<file path="config.mk">
export PLATFORM = sky130hd
export DESIGN_NAME = utf8_stream_decoder
export DESIGN_NICKNAME = d
export VERILOG_FILES = /design/src/sv/u8sd_pkg.sv /design/src/sv/u8sd_front.sv /design/src/sv/u8sd_tok_queue.sv /design/src/sv/u8sd_res_queue.sv /design/src/sv/u8sd_back.sv /design/src/sv/utf8_stream_decoder.sv
export SDC_FILE = /design/constraint.sdc
export NUM_CORES = 1
export LEC_CHECK = 0
export BUFFER_PORTS_ARGS = -buffer_cell sky130_fd_sc_hd__buf_2
export CAP_MARGIN = 20
export CORE_AREA = 2 2 109 111
export CTS_CLUSTER_DIAMETER = 200
export DETAILED_ROUTE_END_ITERATION = 7
export DIE_AREA = 0 0 111 113
export PLACE_DENSITY = 0.85
export SLEW_MARGIN = 15
export SYNTH_ARGS = -nofsm -noshare
export SYNTH_HDL_FRONTEND = slang
export SYNTH_SLANG_ARGS = --single-unit
</file>
<file path="constraint.sdc">
create_clock -name clk -period 4.75 [get_ports clk]
set_clock_uncertainty 0.15 [all_clocks]
set_input_delay 0.7125 -clock clk [delete_from_list [all_inputs] [get_ports clk]]
set_output_delay 0.7125 -clock clk [all_outputs]
set_load 0.01 [all_outputs]
</file>
<file path="src/sv/u8sd_pkg.sv">
// Package with shared types and constants of the UTF-8 stream decoder.
`default_nettype none

package u8sd_pkg;

    localparam int unsigned CpWidth  = 31;
    localparam int unsigned LenWidth = 3;

    // Result status codes.
    typedef enum logic [1:0] {
        ST_OK       = 2'd0,
        ST_BAD_LEAD = 2'd1,
        ST_NO_CONT  = 2'd2
    } status_t;

    // Classified input byte, passed from the front end to the back end.
    typedef struct packed {
        logic [LenWidth-1:0] lead_len;   // 0 = not a valid lead byte
        logic [6:0]          lead_bits;  // lead payload, already masked
        logic                is_cont;    // byte is of the form 10xxxxxx
        logic [5:0]          cont_bits;  // continuation payload
    } token_t;

    // One decoded result word.
    typedef struct packed {
        logic [CpWidth-1:0]  code_point;
        logic [LenWidth-1:0] seq_length;
        status_t             status;
    } result_t;

endpackage : u8sd_pkg

`default_nettype wire

</file>
<file path="src/sv/u8sd_front.sv">
// Front end: classifies each raw byte into lead length and payload bits.
`default_nettype none

module u8sd_front
    import u8sd_pkg::*;
(
    input  wire logic [7:0] in_byte,
    output token_t          tok
);

    always_comb
    begin
        tok.is_cont   = (in_byte[7:6] == 2'b10);
        tok.cont_bits = in_byte[5:0];
        case (in_byte) inside
            [8'h00:8'h7F]:
            begin
                tok.lead_len  = 3'd1;
                tok.lead_bits = in_byte[6:0];
            end
            [8'hC0:8'hDF]:
            begin
                tok.lead_len  = 3'd2;
                tok.lead_bits = {2'b00, in_byte[4:0]};
            end
            [8'hE0:8'hEF]:
            begin
                tok.lead_len  = 3'd3;
                tok.lead_bits = {3'b000, in_byte[3:0]};
            end
            [8'hF0:8'hF7]:
            begin
                tok.lead_len  = 3'd4;
                tok.lead_bits = {4'b0000, in_byte[2:0]};
            end
            [8'hF8:8'hFB]:
            begin
                tok.lead_len  = 3'd5;
                tok.lead_bits = {5'b00000, in_byte[1:0]};
            end
            [8'hFC:8'hFD]:
            begin
                tok.lead_len  = 3'd6;
                tok.lead_bits = {6'b000000, in_byte[0]};
            end
            default:
            begin
                // Stray continuation bytes and FE/FF cannot start a sequence.
                tok.lead_len  = 3'd0;
                tok.lead_bits = 7'd0;
            end
        endcase
    end

endmodule : u8sd_front

`default_nettype wire

</file>
<file path="src/sv/u8sd_tok_queue.sv">
// Two-entry queue of classified bytes between the front and back ends.
`default_nettype none

module u8sd_tok_queue
    import u8sd_pkg::*;
(
    input  wire logic   clk,
    input  wire logic   rst_n,
    input  wire logic   push,
    input  wire token_t push_tok,
    output logic        full,
    input  wire logic   pop,
    output logic        empty,
    output token_t      head_tok
);

    token_t     mem [2];
    logic       wr_ptr_reg, wr_ptr_next;
    logic       rd_ptr_reg, rd_ptr_next;
    logic [1:0] count_reg, count_next;
    logic       do_push, do_pop;

    assign full     = (count_reg == 2'd2);
    assign empty    = (count_reg == 2'd0);
    assign head_tok = mem[rd_ptr_reg];
    assign do_push  = push && !full;
    assign do_pop   = pop && !empty;

    always_comb
    begin
        wr_ptr_next = do_push ? ~wr_ptr_reg : wr_ptr_reg;
        rd_ptr_next = do_pop ? ~rd_ptr_reg : rd_ptr_reg;
        count_next  = count_reg + {1'b0, do_push} - {1'b0, do_pop};
    end

    always_ff @(posedge clk)
    begin
        if (do_push)
        begin
            mem[wr_ptr_reg] <= push_tok;
        end
    end

    always_ff @(posedge clk or negedge rst_n)
    begin
        if (!rst_n)
        begin
            wr_ptr_reg <= 1'b0;
            rd_ptr_reg <= 1'b0;
            count_reg  <= 2'd0;
        end
        else
        begin
            wr_ptr_reg <= wr_ptr_next;
            rd_ptr_reg <= rd_ptr_next;
            count_reg  <= count_next;
        end
    end

endmodule : u8sd_tok_queue

`default_nettype wire

</file>
<file path="src/sv/u8sd_res_queue.sv">
// Two-entry queue of decoded result words feeding the output ports.
`default_nettype none

module u8sd_res_queue
    import u8sd_pkg::*;
(
    input  wire logic    clk,
    input  wire logic    rst_n,
    input  wire logic    push,
    input  wire result_t push_res,
    output logic         full,
    input  wire logic    pop,
    output logic         empty,
    output result_t      head_res
);

    result_t    mem [2];
    logic       wr_ptr_reg, wr_ptr_next;
    logic       rd_ptr_reg, rd_ptr_next;
    logic [1:0] count_reg, count_next;
    logic       do_push, do_pop;

    assign full     = (count_reg == 2'd2);
    assign empty    = (count_reg == 2'd0);
    assign head_res = mem[rd_ptr_reg];
    assign do_push  = push && !full;
    assign do_pop   = pop && !empty;

    always_comb
    begin
        wr_ptr_next = do_push ? ~wr_ptr_reg : wr_ptr_reg;
        rd_ptr_next = do_pop ? ~rd_ptr_reg : rd_ptr_reg;
        count_next  = count_reg + {1'b0, do_push} - {1'b0, do_pop};
    end

    always_ff @(posedge clk)
    begin
        if (do_push)
        begin
            mem[wr_ptr_reg] <= push_res;
        end
    end

    always_ff @(posedge clk or negedge rst_n)
    begin
        if (!rst_n)
        begin
            wr_ptr_reg <= 1'b0;
            rd_ptr_reg <= 1'b0;
            count_reg  <= 2'd0;
        end
        else
        begin
            wr_ptr_reg <= wr_ptr_next;
            rd_ptr_reg <= rd_ptr_next;
            count_reg  <= count_next;
        end
    end

endmodule : u8sd_res_queue

`default_nettype wire

</file>
<file path="src/sv/u8sd_back.sv">
// Back end: sequence state, accumulation and result generation.
`default_nettype none

module u8sd_back
    import u8sd_pkg::*;
(
    input  wire logic   clk,
    input  wire logic   rst_n,
    input  wire logic   tok_empty,
    input  wire token_t tok,
    output logic        tok_pop,
    input  wire logic   res_full,
    output logic        res_push,
    output result_t     res
);

    logic [CpWidth-1:0]  acc_reg, acc_next;
    logic [LenWidth-1:0] left_reg, left_next;
    logic [LenWidth-1:0] cur_reg, cur_next;
    logic [CpWidth-1:0]  shifted;

    // A word is taken only when its result, if any, has a slot waiting.
    assign tok_pop = !tok_empty && !res_full;
    assign shifted = {acc_reg[CpWidth-7:0], tok.cont_bits};

    always_comb
    begin
        acc_next       = acc_reg;
        left_next      = left_reg;
        cur_next       = cur_reg;
        res_push       = 1'b0;
        res.code_point = '0;
        res.seq_length = '0;
        res.status     = ST_OK;
        if (tok_pop)
        begin
            if (left_reg == 3'd0)
            begin
                if (tok.lead_len == 3'd0)
                begin
                    res_push   = 1'b1;
                    res.status = ST_BAD_LEAD;
                end
                else if (tok.lead_len == 3'd1)
                begin
                    res_push       = 1'b1;
                    res.code_point = {{(CpWidth-7){1'b0}}, tok.lead_bits};
                    res.seq_length = 3'd1;
                end
                else
                begin
                    acc_next  = {{(CpWidth-7){1'b0}}, tok.lead_bits};
                    cur_next  = tok.lead_len;
                    left_next = tok.lead_len - 3'd1;
                end
            end
            else if (!tok.is_cont)
            begin
                // Broken sequence: drop the partial word and this byte.
                res_push   = 1'b1;
                res.status = ST_NO_CONT;
                acc_next   = '0;
                left_next  = '0;
                cur_next   = '0;
            end
            else if (left_reg == 3'd1)
            begin
                res_push       = 1'b1;
                res.code_point = shifted;
                res.seq_length = cur_reg;
                acc_next       = '0;
                left_next      = '0;
                cur_next       = '0;
            end
            else
            begin
                acc_next  = shifted;
                left_next = left_reg - 3'd1;
            end
        end
    end

    always_ff @(posedge clk or negedge rst_n)
    begin
        if (!rst_n)
        begin
            acc_reg  <= '0;
            left_reg <= '0;
            cur_reg  <= '0;
        end
        else
        begin
            acc_reg  <= acc_next;
            left_reg <= left_next;
            cur_reg  <= cur_next;
        end
    end

    // At most five continuation bytes are ever outstanding.
    a_left_range: assert property (@(posedge clk) disable iff (!rst_n)
        left_reg <= 3'd5)
    else $error("continuation count out of range");

    // An open sequence is always longer than what remains of it.
    a_left_vs_len: assert property (@(posedge clk) disable iff (!rst_n)
        (left_reg != 3'd0) |-> (cur_reg > left_reg))
    else $error("remaining count not below sequence length");

    // While waiting for a lead byte, no partial state lingers.
    a_idle_clean: assert property (@(posedge clk) disable iff (!rst_n)
        (left_reg == 3'd0) |-> (cur_reg == 3'd0 && acc_reg == '0))
    else $error("stale partial state while idle");

    // A result is never pushed into a full output queue.
    a_no_overrun: assert property (@(posedge clk) disable iff (!rst_n)
        res_push |-> !res_full)
    else $error("result pushed into full queue");

endmodule : u8sd_back

`default_nettype wire

</file>
<file path="src/sv/utf8_stream_decoder.sv">
// Top level of the UTF-8 stream decoder (original 1-to-6-byte form).
//
//   Channel   Handshake          Word fields
//   -------   ----------------   -----------------------------------------
//   input     push / full        in_byte[7:0]
//   result    empty / pop        code_point[30:0], seq_length[2:0], status[1:0]
//
// One byte is taken per cycle at a sustained rate. The byte that completes
// a result word is held in the byte queue, and its result word is then
// registered in the result queue, whose head drives the output ports.
// The rate is set by the back end, which retires one queued byte per cycle
// as long as the two-entry result queue has a free slot.
// Reset clears both queues and the sequence state; the decoder then waits
// for a lead byte. A stall on pop fills the result queue, then the byte
// queue, and only then raises full.
`default_nettype none

module utf8_stream_decoder
    import u8sd_pkg::*;
(
    input  wire logic                clk,
    input  wire logic                rst_n,
    // Input word.
    input  wire logic                push,
    output logic                     full,
    input  wire logic [7:0]          in_byte,
    // Result word.
    output logic                     empty,
    input  wire logic                pop,
    output logic [CpWidth-1:0]       code_point,
    output logic [LenWidth-1:0]      seq_length,
    output logic [1:0]               status
);

    token_t  front_tok;
    token_t  head_tok;
    logic    tok_empty;
    logic    tok_pop;
    logic    res_full;
    logic    res_push;
    result_t back_res;
    result_t head_res;

    // The front end classifies each byte without looking at the sequence
    // state, so it never has to wait on the back end beyond queue space.
    u8sd_front u_front (
        .in_byte (in_byte),
        .tok     (front_tok)
    );

    u8sd_tok_queue u_tok_queue (
        .clk      (clk),
        .rst_n    (rst_n),
        .push     (push),
        .push_tok (front_tok),
        .full     (full),
        .pop      (tok_pop),
        .empty    (tok_empty),
        .head_tok (head_tok)
    );

    // The back end owns the accumulator and decides which bytes produce
    // a result word.
    u8sd_back u_back (
        .clk       (clk),
        .rst_n     (rst_n),
        .tok_empty (tok_empty),
        .tok       (head_tok),
        .tok_pop   (tok_pop),
        .res_full  (res_full),
        .res_push  (res_push),
        .res       (back_res)
    );

    // Result words wait here, so the back end keeps running while the
    // consumer holds off pop, until this queue is full.
    u8sd_res_queue u_res_queue (
        .clk      (clk),
        .rst_n    (rst_n),
        .push     (res_push),
        .push_res (back_res),
        .full     (res_full),
        .pop      (pop),
        .empty    (empty),
        .head_res (head_res)
    );

    assign code_point = head_res.code_point;
    assign seq_length = head_res.seq_length;
    assign status     = head_res.status;

endmodule : utf8_stream_decoder

`default_nettype wire
</file>
Yosys cells after proc, flatten, opt, wreduce, memory -nomap -nowiden
Memory sizes are Yosys's and may differ from the RTL's.
Index checks and enable logic that the tools add are counted.
Storage, ports and cells
  memories: 2
  logic and storage cells: 101
  bits of input ports: 12
  bits in writable memories: 106
  output and inout bits: 38
  register bits after elaboration: 39
Memory list
  u_res_queue.mem: depth 2, width 36, rd ports 1, clocked after Yosys merged registers in 0, wr ports 1, RTL line u8sd_res_queue.sv:17  | result_t mem [2];
  u_tok_queue.mem: depth 2, width 17, rd ports 1, clocked after Yosys merged registers in 0, wr ports 1, RTL line u8sd_tok_queue.sv:17  | token_t mem [2];
Operators by class
  muxes and demuxes: 39
  add/sub/neg operators: 6
  bitwise gates (word level): 4
  reductions and logical operators: 21
  equality and inequality tests: 8
  $lt $le $gt $ge: 12
Operators by type and width (number)
  $mux W25: 5
  $mux W34: 3
  $mux W36: 2
  $mux W10: 7
  $ge A8 B8 Y1 const B: 5
  $le A8 B8 Y1 const B: 5
  $mux W3: 10
  $logic_and A1 B1 Y1: 11
  $mux W1: 11
  $ge A8 B1 Y1 const B: 1
  $le A8 B7 Y1 const B: 1
  $eq A2 B2 Y1 const B: 3
  $eq A3 B1 Y1 const B: 2
  $logic_not A3 Y1: 2
  $sub A3 B1 Y3 const B: 2
  $add A2 B1 Y2: 2
  $logic_not A1 Y1: 4
  $logic_not A2 Y1: 2
  $ne A2 B2 Y1 const B: 2
  $not A1 Y1: 4
  $reduce_and A4 Y1: 1
  $sub A2 B1 Y2: 2
  $ne A3 B3 Y1 const B: 1
  $reduce_and A3 Y1: 1
  $mux W2: 1

Logic depth before layout (Yosys ltp)
Gate-level depths: netlist (run 1).
An unclocked memory read counts as a cell.
  depth in word-level cells: 9
  depth in mapped cells: 11
  depth with buffers taken out: 9

Hierarchy
From an unflattened synthesis (run 1), not the netlist that was laid out.
Unflattened totals
  cell total of the unflattened synthesis: 441
  area, all modules: 6561.3 um^2
Modules (own cells, without submodules)
  u8sd_res_queue: cells each 130, instances 1, sequential area each 2262.2 um^2, area each 2947.8 um^2
  u8sd_back: cells each 210, instances 1, sequential area each 775.7 um^2, area each 1944.4 um^2
  u8sd_tok_queue: cells each 71, instances 1, sequential area each 1121.1 um^2, area each 1477.7 um^2
  u8sd_front: cells each 30, instances 1, sequential area each 0.0 um^2, area each 191.4 um^2

Least setup slack after synthesis (run 1)
No wires, ideal clock.
  path kind: reg2reg
  start point: register u_tok_queue.rd_ptr_reg
  end point: memory u_res_queue.mem[0][0] (netlist name), enable pin
  arrival: 3380 ps
  buffers on the path: 2
  path slack: 787 ps
  period minus slack after synthesis: 3963 ps
  required time: 4166 ps
  library setup time: 434 ps
  cell stages (with the launch flop): 9
  cell sequence: dfrtp_1 > buf_6 > buf_2 > mux2i_1 > ha_1 > ha_1 > a21oi_2 > a211oi_2 > nor2b_1
Between the ends
  word-level cells in the longest chain between the ends: 9
  elaborated cells between the ends (all ways): 11
  classes of those cells: eq/ne: 1; mux: 7; reduce/logical: 2; memory: 1
Ends and longest elaborated chain
  start, declared: RTL line u8sd_tok_queue.sv:19  | logic rd_ptr_reg, rd_ptr_next;
  start signal, assigned: RTL line u8sd_tok_queue.sv:55  | rd_ptr_reg <= rd_ptr_next;
  $mem_v2 Z2 W17 (*)
  $eq A3 B1 Y1: RTL line u8sd_back.sv:44  | else if (tok.lead_len == 3'd1)
  $mux W1: RTL line u8sd_back.sv:44
  $mux W1: RTL line u8sd_back.sv:39  | if (tok.lead_len == 3'd0)
  $mux W1 (*): RTL line u8sd_back.sv:37  | if (left_reg == 3'd0)
  $mux W1 (*): RTL line u8sd_back.sv:35  | if (tok_pop)
  $logic_and A1 B1 Y1 (*): RTL line u8sd_res_queue.sv:26  | assign do_push = push && !full;
  via u_res_queue.do_push: RTL line u8sd_res_queue.sv:21  | logic do_push, do_pop;
  $mux W1 (*): RTL line u8sd_res_queue.sv:38  | if (do_push)
  $mux W1 (implied by the code) (*): RTL line u8sd_res_queue.sv:40  | mem[wr_ptr_reg] <= push_res;
  end, declared: RTL line u8sd_res_queue.sv:17
Mark *: on every way through the listed nets, which the timed path passes. The rest lies on a longest branch.

Worst setup path after layout (run 1)
  start point: register u_tok_queue.rd_ptr_reg
  end point: memory u_res_queue.mem[0][34] (netlist name), enable pin
Same word-level chain as after synthesis.

==> results of run 1 <==
[cell type report]
cell class | instances | share of cell area
multi-input cells | 230 | 0.2584
well taps | 143 | 0.02530
repair buffers | 55 | 0.04104
clock inverters | 15 | 0.01804
clock buffers | 17 | 0.06015
inverters | 17 | 0.009022
flip-flops and latches | 145 | 0.5880
[path summary, 6_finish.rpt]
path,start,endpoint,slack [ps]
min,rst_n,u_back.acc_reg[23],260
max,u_tok_queue.rd_ptr_reg,u_res_queue.mem[0][34],1080
min in group clk,u_back.acc_reg[19],u_back.acc_reg[19],330
min reg2reg,u_back.acc_reg[19],u_back.acc_reg[19],330
max reg2reg,u_tok_queue.rd_ptr_reg,u_res_queue.mem[0][34],1080
max in group asynchronous,rst_n,u_back.cur_reg[2],3630
[cell families after synthesis]
kind of cell	count (synthesis)	synth area share
DFF	145	0.6737
muxes	60	0.1092
adders and majority gates	10	0.02027
AOI/OAI and AO/OA	68	0.08087
xor gates and xnor gates	8	0.01135
and+or+nand+nor	84	0.07317
buffers and inverters	42	0.03141
[layer usage]
layer  GRT usage  routed length (um)  part of all wire
met1      0.2444                4839              0.43
met2      0.3055                5676              0.51
met3     0.04767                 478             0.043
met4     0.07500                 237             0.021
met5           0                   0                 0
[where the power goes]
part	switching, mW	internal, mW
clock network	0.548	0.681
registers	0.235	1.92
logic	1.10	0.755
[cells in the final DEF, fill, tap and decap left out, types with 7 or more instances in the layout]
master and count:
a21o_1 7, inv_1 17, ha_1 10, a22o_1 12, mux2_2 51, mux2i_1 7, nand2_1 13, o21ai_0 19
and3_1 26, nor2_1 21, buf_2 49, clkbuf_16 17, edfxtp_1 106, dfrtp_1 39
[cells in the mapped netlist, drive strengths merged (5+ instances only)]
library cell	number	area share
dfrtp	39	0.16
inv	17	0.010
buf	13	0.014
a22oi	5	0.0061
nor2	21	0.013
and3	26	0.026
o21ai	20	0.017
nor2b	6	0.0061
clkbuf	12	0.0073
mux2	53	0.098
a32oi	5	0.0071
ha	10	0.020
edfxtp	106	0.52
nor4b	6	0.0085
mux2i	7	0.011
xnor2	6	0.0085
a21o	7	0.0085
nand2	13	0.0079
a22o	12	0.017
==> reports/metrics.cfg, run 1 <==
[worst_setup_path]
slowest_delay_ps = 960
end_kind = flip-flop
r2r_cells = 7
slowest_stage = nor2b_4
crit_buf_inv = 1
worstPathMaxFanout = 36
cp_top_family = simple AND/OR/NAND/NOR gates
arrival_ps = 3550
cp_cell_sequence = mux2_2, inv_1, ha_1, ha_1, a21oi_2, a211oi_2, nor2b_4
cp.depth = 7
worstSetupPathType = reg -> reg
critPathLaunchType = flip-flop
worstPathRequired_ps = 4630
cp_common_cell = ha_1

[routing]
drc = 0
wl_mm = 11.23
drtIter0Drc = 242
drt-pass1-iter-count = 5
antenna_left = 0
vias_per_cell = 5.773
wl_per_cell_um = 18.06
vias = 3591

[sta]
finalCritPeriodShare = 0.7729
layout_setup_ws_ps = 1079
finalMaxSlewViolations = 0
finalCriticalPeriod_ps = 3672
whs_ps = 265.0
setup_viol = 0
tns_ps = 0
relSlewSlack = 0.2717
fmax_ghz = 0.2724
rsz0062_at_grt = false
final_hold_viol_count = 0
worst_pin_slew_ps = 1090

[layout]
ff_latch_area_um2 = 4159
post-route-util = 0.6275
multi_input_area_um2 = 1828
final_cells = 622
drive_gt1_frac = 0.3027
n_antenna_cell = 0
nFillCells = 840
nets = 488
area_growth_pct = 14.57
largest_register_ffs = 72
fin_area_um2 = 7073

[synthesis]
async_flop_share = 0.2690
syn_nets = 439
synth.distinct_cells = 40
synth_area_per_cell_um2 = 14.80
synthFlopType = edfxtp_1
yosys_register_bits = 145
ys_warn_count = 0
synthCells = 417
synth_edf_count = 106
ys_seq_area_frac = 0.6737
syn_area_um2 = 6173

[floorplan]
dieArea_um2 = 12540
row_count = 39
start_util = 0.5477
core_area_um2 = 11270
chipWidth_um = 111
io_pins = 50
die_h_um = 113

[clock_network]
cts_buffers = 17
postCtsHoldBufs = 0
clockRootBuffer = clkbuf_16
cts_tree = yes
cts.sinks = 145
insertion_delay_ps = 420
h-tree-depth = 4
clkTransAtPathRegs_ps = 60
cts_resized = 0
clockBufferDepth = 2
post_cts_buffers = 0

[grt]
grtUsageTotal = 0.1874
grt-ovfl-total = 0
grt_pass1_wl_mm = 18.19
grt_pass1_vias = 3587
antenna_found_initial = 0
grt_max_degree = 40

[placement]
dp_hpwl_mm = 7.078
pre_cts_slack_ps = 1117
portBuffers = 49
globalplace.congestion = 0.8765
place_area_um2 = 6520
dp_cells = 590

[outcome]
outcome = finished, final reports clean

[power]
power_mw = 5.239
power_density_nw_per_um2 = 740.7
ir_drop_mv = 0.4091
p_leak_nw = 2.883

[min_path]
hold_path.class = in -> async

[job]
max_cap_violations = 0

No activity file was read; power rests on OpenSTA's default activity.
==> run 2: changes to the inputs <==
==> constraint.sdc (replaced) <==
create_clock -name clk -period 3.85 [get_ports clk]
set_clock_uncertainty 0.15 [all_clocks]
set_input_delay 0.5775 -clock clk [delete_from_list [all_inputs] [get_ports clk]]
set_output_delay 0.5775 -clock clk [all_outputs]
set_load 0.01 [all_outputs]
==> run 2 against run 1 <==
Net effect:
- first-iteration DRC count shrank 12%
- non-clock buffer count grew 4
- sequential cell count is the same
- clock-buffer cell count grew 2
- largest power group unchanged
- critical path depth grew 1
- power grew 25%
- worst setup slack lost 280 ps
- cell count grew 0.64%
- sequential power grew 20%
- clock power grew 30%
- hold slack lost 120 ps
==> reports/metrics.cfg, run 2 (synthesized netlist as in run 1, its figures left out) <==
[clock_network]
insertion_delay_ps = 410  ; about the same
cts_resized = 0  ; unchanged
h-tree-depth = 4  ; unchanged
cts_tree = yes
postCtsHoldBufs = 0  ; unchanged
clkTransAtPathRegs_ps = 60  ; about the same
post_cts_buffers = 0  ; unchanged
cts_buffers = 17  ; unchanged
clockRootBuffer = clkbuf_16
cts.sinks = 145  ; unchanged
clockBufferDepth = 2  ; unchanged

[grt]
grt_pass1_vias = 3644  ; +1.6%
grt-ovfl-total = 0  ; unchanged
grt_use_met3 = 0.04339  ; -0.004285
met1_usage = 0.2370  ; -0.007393
grt_pass1_wl_mm = 18.33  ; +0.80%
grtUsageTotal = 0.1862  ; -0.001199
use_met2 = 0.3202  ; +0.01472
grt.busiest_layer = met2
antenna_found_initial = 0  ; unchanged
grt_max_degree = 40  ; unchanged

[sta]
fmax_ghz = 0.3275  ; +20%
layout_setup_ws_ps = 796.3  ; -282.2 ps
tns_ps = 0  ; unchanged
finalCritPeriodShare = 0.7932  ; +0.02022
rsz0062_at_grt = false
final_hold_viol_count = 0  ; unchanged
finalCriticalPeriod_ps = 3054  ; -617.8 ps
setup_viol = 0  ; unchanged
worst_pin_slew_ps = 918.0  ; -172.2 ps
relSlewSlack = 0.3880  ; +0.1163
finalMaxSlewViolations = 0  ; unchanged

[worst_setup_path]
slowest_stage = dfrtp_1
worstSetupPathType = reg -> reg
end_kind = flip-flop
slowest_delay_ps = 600  ; -360 ps
critPathLaunchType = flip-flop
worstPathRequired_ps = 3750  ; -880 ps
r2r-start = u_tok_queue.rd_ptr_reg
cp_cell_sequence = mux2_2, inv_1, ha_1, ha_1, a21oi_2, a211oi_2, nor2b_2, buf_4
arrival_ps = 2950  ; -600 ps
cp_common_cell = ha_1
worstPathMaxFanout = 36  ; unchanged
startpoint = u_tok_queue.rd_ptr_reg

[placement]
portBuffers = 49  ; unchanged
globalplace.congestion = 0.8829  ; +0.73%
dp_hpwl_mm = 7.311  ; +3.3%
place_area_um2 = 6545  ; +0.38%
pre_cts_slack_ps = 804.9  ; -312.5 ps
dp_cells = 594  ; +0.68%

[floorplan]
die_h_um = 113  ; unchanged
chipWidth_um = 111  ; unchanged
row_count = 39  ; unchanged
io_pins = 50  ; unchanged
dieArea_um2 = 12540  ; unchanged
start_util = 0.5477  ; unchanged
core_area_um2 = 11270  ; unchanged

[routing]
vias_per_cell = 5.649  ; -2.2%
drt-pass1-iter-count = 5  ; unchanged
antenna_left = 0  ; unchanged
wl_per_cell_um = 17.76  ; -1.6%
drtIter0Drc = 214  ; -12%
wl_mm = 11.12  ; -1.0%
vias = 3536  ; -1.5%
drc = 0  ; unchanged

[power]
ir_drop_mv = 0.3951  ; -3.4%
p_leak_nw = 2.923  ; +1.4%
power_mw = 6.549  ; +25%
power_density_nw_per_um2 = 919.2  ; +24%

[layout]
fin_area_um2 = 7124  ; +0.73%
area_growth_pct = 15.40
final_cell_mix = 106 x edfxtp_1, 51 x mux2_2, 49 x buf_2, 39 x dfrtp_1, 26 x and3_1
final_common_cell = edfxtp_1
nets = 492  ; +0.82%
largest_register_ffs = 72  ; unchanged
n_antenna_cell = 0  ; unchanged
final_cells = 626  ; +0.64%
drive_gt1_frac = 0.3043  ; +0.001634

[outcome]
outcome = finished, final reports clean

[min_path]
hold_path.class = in -> async

[job]
max_cap_violations = 0  ; unchanged

==> run 2: routing by layer <==
metal / routed length [um] / share of wire / vias to the layer above
met5: 0 / 0 / -
met4: 122 / 0.011 / 0
met3: 523 / 0.047 / 11
met2: 5825 / 0.52 / 91
met1: 4645 / 0.42 / 1769
li1: - / - / 1665
==> run 2: worst paths after layout <==
kind,cells past startpoint,endpoint,slack (ps)
max,8,u_res_queue.mem[0][22],800
min,1,u_back.acc_reg[23],140
max reg2reg,8,u_res_queue.mem[0][22],800
min reg2reg,1,u_back.acc_reg[22],330
max in group asynchronous,1,u_res_queue.rd_ptr_reg,2860
min in group clk,1,u_tok_queue.mem[0][0],220
==> run 2: critical path, delay by kind of cell, from the launching register on <==
kind            cells  cell delay (ps)
flops               1              600
compound gates      2              440
buf+inv             2              510
mux                 1              410
simple gates        1              210
fa+ha+maj           2              340
==> run 2: cell type report <==
cell class / count / area [um^2]
timing repair buffer: 59 / 320.3
fill: 836 / 4148
inverter: 17 / 63.81
sequential: 145 / 4159
multi-input combinational: 230 / 1823
clock inverter: 13 / 136.4
tap: 143 / 178.9
clock buffer: 19 / 442.9
==> run 2: report_power, final <==
group | total [mW] | switching [mW] | internal, mW | leakage [nW]
clock | 1.60 | 0.625 | 0.970 | 0.277
combinational | 2.36 | 1.41 | 0.951 | 1.14
sequential | 2.59 | 0.219 | 2.37 | 1.51
==> run 2: through the flow <==
| stage | hold slack [ps] | utilization |
|---|---|---|
| after floorplan | 131.9 | - |
| after global placement | 309.0 | 0.5806 |
| after detailed placement | 320.8 | 0.5806 |
| after CTS | 160.5 | 0.6320 |
| after global routing | 206.4 | 0.6320 |
| final | 143.1 | 0.6320 |
